$ cat config.mk
export PLATFORM = sky130hd
export DESIGN_NAME = cfc_skid
export DESIGN_NICKNAME = d
export VERILOG_FILES = /design/src/rtl/cfc_pkg.sv /design/src/rtl/cfc_skid.sv
export SDC_FILE = /design/constraint.sdc
export NUM_CORES = 1
export LEC_CHECK = 0
export BUFFER_PORTS_ARGS = -buffer_cell sky130_fd_sc_hd__buf_2
export CORE_MARGIN = 2
export CORE_UTILIZATION = 53
export CTS_CLUSTER_SIZE = 40
export DETAILED_ROUTE_END_ITERATION = 10
export PLACE_DENSITY = 0.84
export SYNTH_ARGS = -nofsm -noshare
export SYNTH_HDL_FRONTEND = slang
export SYNTH_SLANG_ARGS = --single-unit
$ cat constraint.sdc
create_clock -name clk -period 6.05 [get_ports clk]
set_input_delay 0.3025 -clock clk [delete_from_list [all_inputs] [get_ports clk]]
set_output_delay 0.3025 -clock clk [all_outputs]
set_load 0.01 [all_outputs]
$ cat src/rtl/cfc_pkg.sv
// Package for the CRC-32 length-prefixed frame checker.
// Holds status codes, the result record, frame constants and the CRC byte update.
// No dependencies.
`default_nettype none

package cfc_pkg;

  localparam int unsigned HeaderBytes  = 8;
  localparam int unsigned TrailerBytes = 4;
  localparam int unsigned MinFrame     = 12;
  localparam int unsigned CountWidth   = 17;

  localparam logic [CountWidth-1:0] CountMax = '1;
  localparam logic [31:0]           CrcPoly  = 32'hEDB8_8320;
  localparam logic [31:0]           CrcInit  = 32'hFFFF_FFFF;

  // identifier "RIP1" / "RIP2": first three characters shared
  localparam logic [7:0] IdChar0   = 8'h52;
  localparam logic [7:0] IdChar1   = 8'h49;
  localparam logic [7:0] IdChar2   = 8'h50;
  localparam logic [7:0] IdLastOne = 8'h31;
  localparam logic [7:0] IdLastTwo = 8'h32;

  typedef enum logic [2:0] {
    ST_OK           = 3'd0,
    ST_INCOMPLETE   = 3'd1,
    ST_BAD_IDENT    = 3'd2,
    ST_BAD_LENGTH   = 3'd3,
    ST_EXTRA_DATA   = 3'd4,
    ST_CRC_MISMATCH = 3'd5
  } status_t;

  typedef struct packed {
    logic       is_status;
    logic [7:0] payload_byte;
    logic       version;
    status_t    status_code;
    logic       frame_sound;
  } result_t;

  // expected identifier character at a header position
  function automatic logic [7:0] ident_char(input logic [1:0] pos, input logic two);
    logic [7:0] ch;
    case (pos)
      2'd0:    ch = IdChar0;
      2'd1:    ch = IdChar1;
      2'd2:    ch = IdChar2;
      default: ch = two ? IdLastTwo : IdLastOne;
    endcase
    return ch;
  endfunction

  // reflected CRC-32, one byte, LSB first
  function automatic logic [31:0] crc_byte(input logic [31:0] crc, input logic [7:0] b);
    logic [31:0] c;
    c = crc ^ {24'd0, b};
    for (int k = 0; k < 8; k++) begin
      c = c[0] ? ((c >> 1) ^ CrcPoly) : (c >> 1);
    end
    return c;
  endfunction

endpackage

`default_nettype wire

$ cat src/rtl/cfc_skid.sv
// Output register with one skid entry for the frame checker results.
// Depends on cfc_pkg (result_t).
`default_nettype none

module cfc_skid (
  input  wire logic             clk,
  input  wire logic             rst,
  input  wire logic             res_valid,
  input  cfc_pkg::result_t      res,
  output logic                  full,
  output logic                  out_valid,
  input  wire logic             out_stall,
  output cfc_pkg::result_t      out_res
);
  import cfc_pkg::*;

  logic    skid_valid;
  result_t skid_res;

  // skid occupied means upstream must hold
  assign full = skid_valid;

  always_ff @(posedge clk) begin
    if (rst) begin
      out_valid  <= 1'b0;
      skid_valid <= 1'b0;
    end else if (!out_valid || !out_stall) begin
      if (skid_valid) begin
        out_valid  <= 1'b1;
        out_res    <= skid_res;
        skid_valid <= 1'b0;
      end else begin
        out_valid <= res_valid;
        out_res   <= res;
      end
    end else if (res_valid) begin
      skid_valid <= 1'b1;
      skid_res   <= res;
    end
  end

endmodule

`default_nettype wire

**After elaboration in Yosys (flattened, before gate mapping)**

Index checks and enable logic that the tools add are counted.

- Bitwise operators: 2
- Reductions and logical operators: 6
- Multiplexer cells: 2

Operator list:

| kind | count |
|---|---|
| 2-to-1 mux 14 bit | 1 |
| AND reduction 3 bit | 1 |
| zero test 1 bit | 2 |
| NOT 1 bit | 2 |
| AND reduction 2 bit | 1 |
| OR reduction 2 bit | 1 |
| logical OR 1 bit | 1 |
| 2-to-1 mux 1 bit | 1 |

- Flip-flop bits (word level): 30
- Input bits: 18
- Output and inout bits: 16
- Word-level logic and storage cells: 22

**Longest topological paths before layout**

- Word-level depth: 4
- Mapped depth: 4
- Gate-level depth less buffers: 2

**Worst setup path after synthesis**

Ideal clock, no wire load.

- Path type: reg2reg
- From: register out_valid
- To: register skid_res[0] in the netlist's numbering, enable pin
- Setup slack: 4,060 ps
- Clock period less this slack: 1,990 ps
- Cell stages (with the launch flop): 3
- Arrival: 1,584 ps
- Setup time: 406 ps
- Buffers on the path: 0
- Required time: 5,644 ps
- Cells stage by stage: dfxtp_1 nand2_1 nor3b_1

- Word-level cells in the longest chain between the ends: 4

Ends and longest elaborated chain:

| element | line | text |
|---|---|---|
| from (decl) | cfc_skid.sv:11 | `output logic out_valid,` |
| from (signal assigned) | cfc_skid.sv:33 | `out_valid <= res_valid;` |
| zero test 1 bit | cfc_skid.sv:27 | `end else if (!out_valid \|\| !out_stall) begin` |
| logical OR 1 bit | cfc_skid.sv:27 |  |
| NOT 1 bit (no line) | - |  |
| AND reduction 3 bit (no line) | - |  |
| to (signal assigned) | cfc_skid.sv:38 | `skid_res <= res;` |
| to (decl) | cfc_skid.sv:18 | `result_t skid_res;` |

Every way passes these cells.
A chain may end at the register's enable or synchronous reset.

**Worst setup path after layout**

- From: register skid_valid (netlist: full)
- To: output port full

RTL lines:

| element | line | text |
|---|---|---|
| from (decl) | cfc_skid.sv:17 | `logic skid_valid;` |
| from (signal assigned) | cfc_skid.sv:26 | `skid_valid <= 1'b0;` |
| from (signal assigned) | cfc_skid.sv:31 | `skid_valid <= 1'b0;` |
| from (signal assigned) | cfc_skid.sv:37 | `skid_valid <= 1'b1;` |
| to (decl) | cfc_skid.sv:10 | `output logic full,` |

No word-level cell between the ends.

==> metrics.md <==
| Metric | Value |
|---|---|
| Status | completed |
| Endpoints failing setup | 0 |
| Yosys warning count | 0 |
| Initial DRC count | 9 |
| Via count | 592 |
| Post-synth cell types | 11 |
| Worst hold path type | in2reg |
| Crit path depth | 1 |
| Reg2reg start | out_valid$_SDFFE_PP0P_ |
| Max FO, Critical Path | 16 |
| Clk buf depth | 2 |
| CP Capture Type | output port |
| Slowest CP cell | dfxtp_1 |
| Post-DRT Antenna Nets | 0 |
| ANT cells | 0 |
| First-pass GRT wire length | 2480 microns |
| Resize count post-CTS | 0 |
| Area growth from synthesis to layout | 20.3% |
| Reg2Reg Depth | 2 |
| LEAKAGE | 0.535 nW |
| Rel. slew slack | 32.2% |
| Clock share of power | 28.0% |
| Pre-CTS setup slack | 4280 ps |
| Sink Count | 30 |
| Postcts setup bufs | 0 |
| Post-synthesis cell type with the largest combined area | edfxtp_1 |
| Number of hold buffers added after cts | 0 |
| Share of cells above drive strength 1 | 59.8% |
| Crit path launch | full$_SDFFE_PP0P_ |
| Detailed-route DRC error count | 0 |
| Worst setup SP type | flop |
| CTS root buffer | clkbuf_4 |
| Post-Route Setup TNS | 0 ps |
| Setup CP Type | reg2out |
| Worst vdd ir | 0.198 mV |
| Antenna violations before repair | 0 |
| Synth Cell Area | 1130 sq um |
| Final Util | 68.8% |
| Syn_area_per_cell | 21.8 sq um |
| Maxcap violations | 0 |
| Vias in the first global route | 599 |
| Period utilisation layout | 28.6% |
| Die area | 2520 sq um |
| GRT Total Usage | 14.3% |
| CP required | 5750 ps |
| Sequential-to-total area share from yosys stat | 77.7% |
| RSZ-0062 raised after global routing | false |
| CTS tree | done |
| Maximum clock rate | 577 MHz |
| Avg WL per Cell | 13.4 microns |
| Worst-path clk slew | 90 ps |
| Initial Utilization | 57.2% |
| # IOs | 34 |
| Number of detailed-route iterations in the first pass | 2 |
| Final hold vios | 0 |
| Switch share | 20.8% |
| Critical-path cell list | buf_2 |
| Period minus WS final | 1730 ps |
| FF-to-FF End | skid_res[1]$_DFFE_PP_ |
| Logic pwr share | 7.9% |
| Worst Setup EP | full |
| Gpl congestion | 0.705 |
| Cell-internal power | 0.295 mW |
| Sw power | 0.0773 mW |
| Power per cell area | 273 nW/um^2 |
| Kind of cell adding the most delay to the critical path | flip-flops |
| Post-synthesis sequential element count | 30 |
| WP data arrival | 1430 ps |
| DIE WIDTH | 50.2 microns |
| Largest stage delay, worst path | 860 ps |
| Pwr Total | 0.373 mW |
| DPL Wire Length | 1110 microns |
| Syn Nets | 70 |
| Clk_lat worst skew | 310 ps |
| PnR worst setup slack | 4320 ps |
| Vias/cell | 4.97 |
| Least-Margin Pin Slew | 1010 ps |
| Top cells by area, synth | edfxtp_1, mux2_4, mux2_2 |
| Std cell rows | 16 |
| Final wirelength | 1600 microns |
| Number of buffers and inverters on the critical path | 1 |
| Die Height | 50.2 microns |
| Clock Skew | 11.1 ps |
| Gate Count Post-Synth | 52 |
| Congestion Overflow GR | 0 |
| Port bufs | 33 |
| Layout net count | 109 |
| Worst reg2reg setup slack | 4370 ps |
| Top cell type's share of synthesized area | 74.2% |
| CTS H-tree depth | 2 |
| Sequential share of power | 64.0% |
| Core box area | 1980 sq um |
| Pins Over Slew Limit | 0 |
| Total CTS buffers | 5 |
| Largest net degree at the start of global routing | 17 |
-- cells in the mapped netlist (all sizes together) --
master	number
nor3	1
edfxtp	28
nor2	1
mux2	14
nor3b	1
a21oi	2
dfxtp	2
buf	2
nand2	1
-- per-stage QoR --
step	instance area (sq um)	instances	hold slack, ps
6_report	1360	119	181
5_1_grt	1360	119	164
4_1_cts	1360	119	172
3_5_place_dp	1310	111	498
3_3_place_gp	1310	111	497
2_1_floorplan	1130	52	372
-- how the worst min path moves through the flow --
stage                 start                endpoint  slack, ps  depth (start not counted)
finish              res[12]  skid_res[12]$_DFFE_PP_        180                          1
global route         res[4]   skid_res[4]$_DFFE_PP_        160                          1
CTS                 res[12]  skid_res[12]$_DFFE_PP_        170                          1
detailed placement   res[1]   skid_res[1]$_DFFE_PP_        500                          1
global placement     res[6]   skid_res[6]$_DFFE_PP_        500                          1
floorplan               rst  out_valid$_SDFFE_PP0P_        370                          1
-- flip-flops by register name, indices dropped and copies added, names as in the netlist --
| signal | count |
|---|---|
| full | 1 |
| out_res | 14 |
| out_valid | 1 |
| skid_res | 14 |
-- cells in the final DEF (no fill, tap or decap), drive strengths merged --
cell | synthesis | routed
buf | 2 | 34
clkinv | 0 | 2
nand2 | 1 | 1
dfxtp | 2 | 2
nor3b | 1 | 1
clkbuf | 0 | 6
nor2 | 1 | 1
mux2 | 14 | 14
edfxtp | 28 | 28
a21oi | 2 | 2
nor3 | 1 | 1
-- power by group through the flow --
stage / clock network [mW] / registers (mW) / logic [mW]
floorplan: 0 / 0.246 / 0.0122
global placement: 0 / 0.243 / 0.0288
CTS: 0.108 / 0.239 / 0.0299
finish: 0.104 / 0.238 / 0.0296
detailed placement: 0 / 0.243 / 0.0297
global route: 0.117 / 0.240 / 0.0320
-- metal layers --
layer / global-route usage [%] / vias to the layer above / wire, microns
met5: 0 / - / 0
met4: 9.26 / 0 / 21
met3: 4.76 / 2 / 78
met2: 25.4 / 19 / 873
met1: 13.9 / 293 / 623
li1: - / 278 / -
-- cells by family after synthesis --
family	after synthesis	synth area share, %
DFF	30	77.7
muxes	14	16.9
buffers and inverters	2	2.76
AOI/OAI and AO/OA	2	0.883
and+or+nand+nor	4	1.77
-- final cells by class --
class | instances | area (sq um)
clock buffer | 6 | 41.3
clock inverter | 2 | 8.76
fill | 136 | 618
multi-input combinational | 20 | 226
sequential | 30 | 881
tap | 27 | 33.8
timing repair buffer | 34 | 173
(Power assumes the default switching activity.)
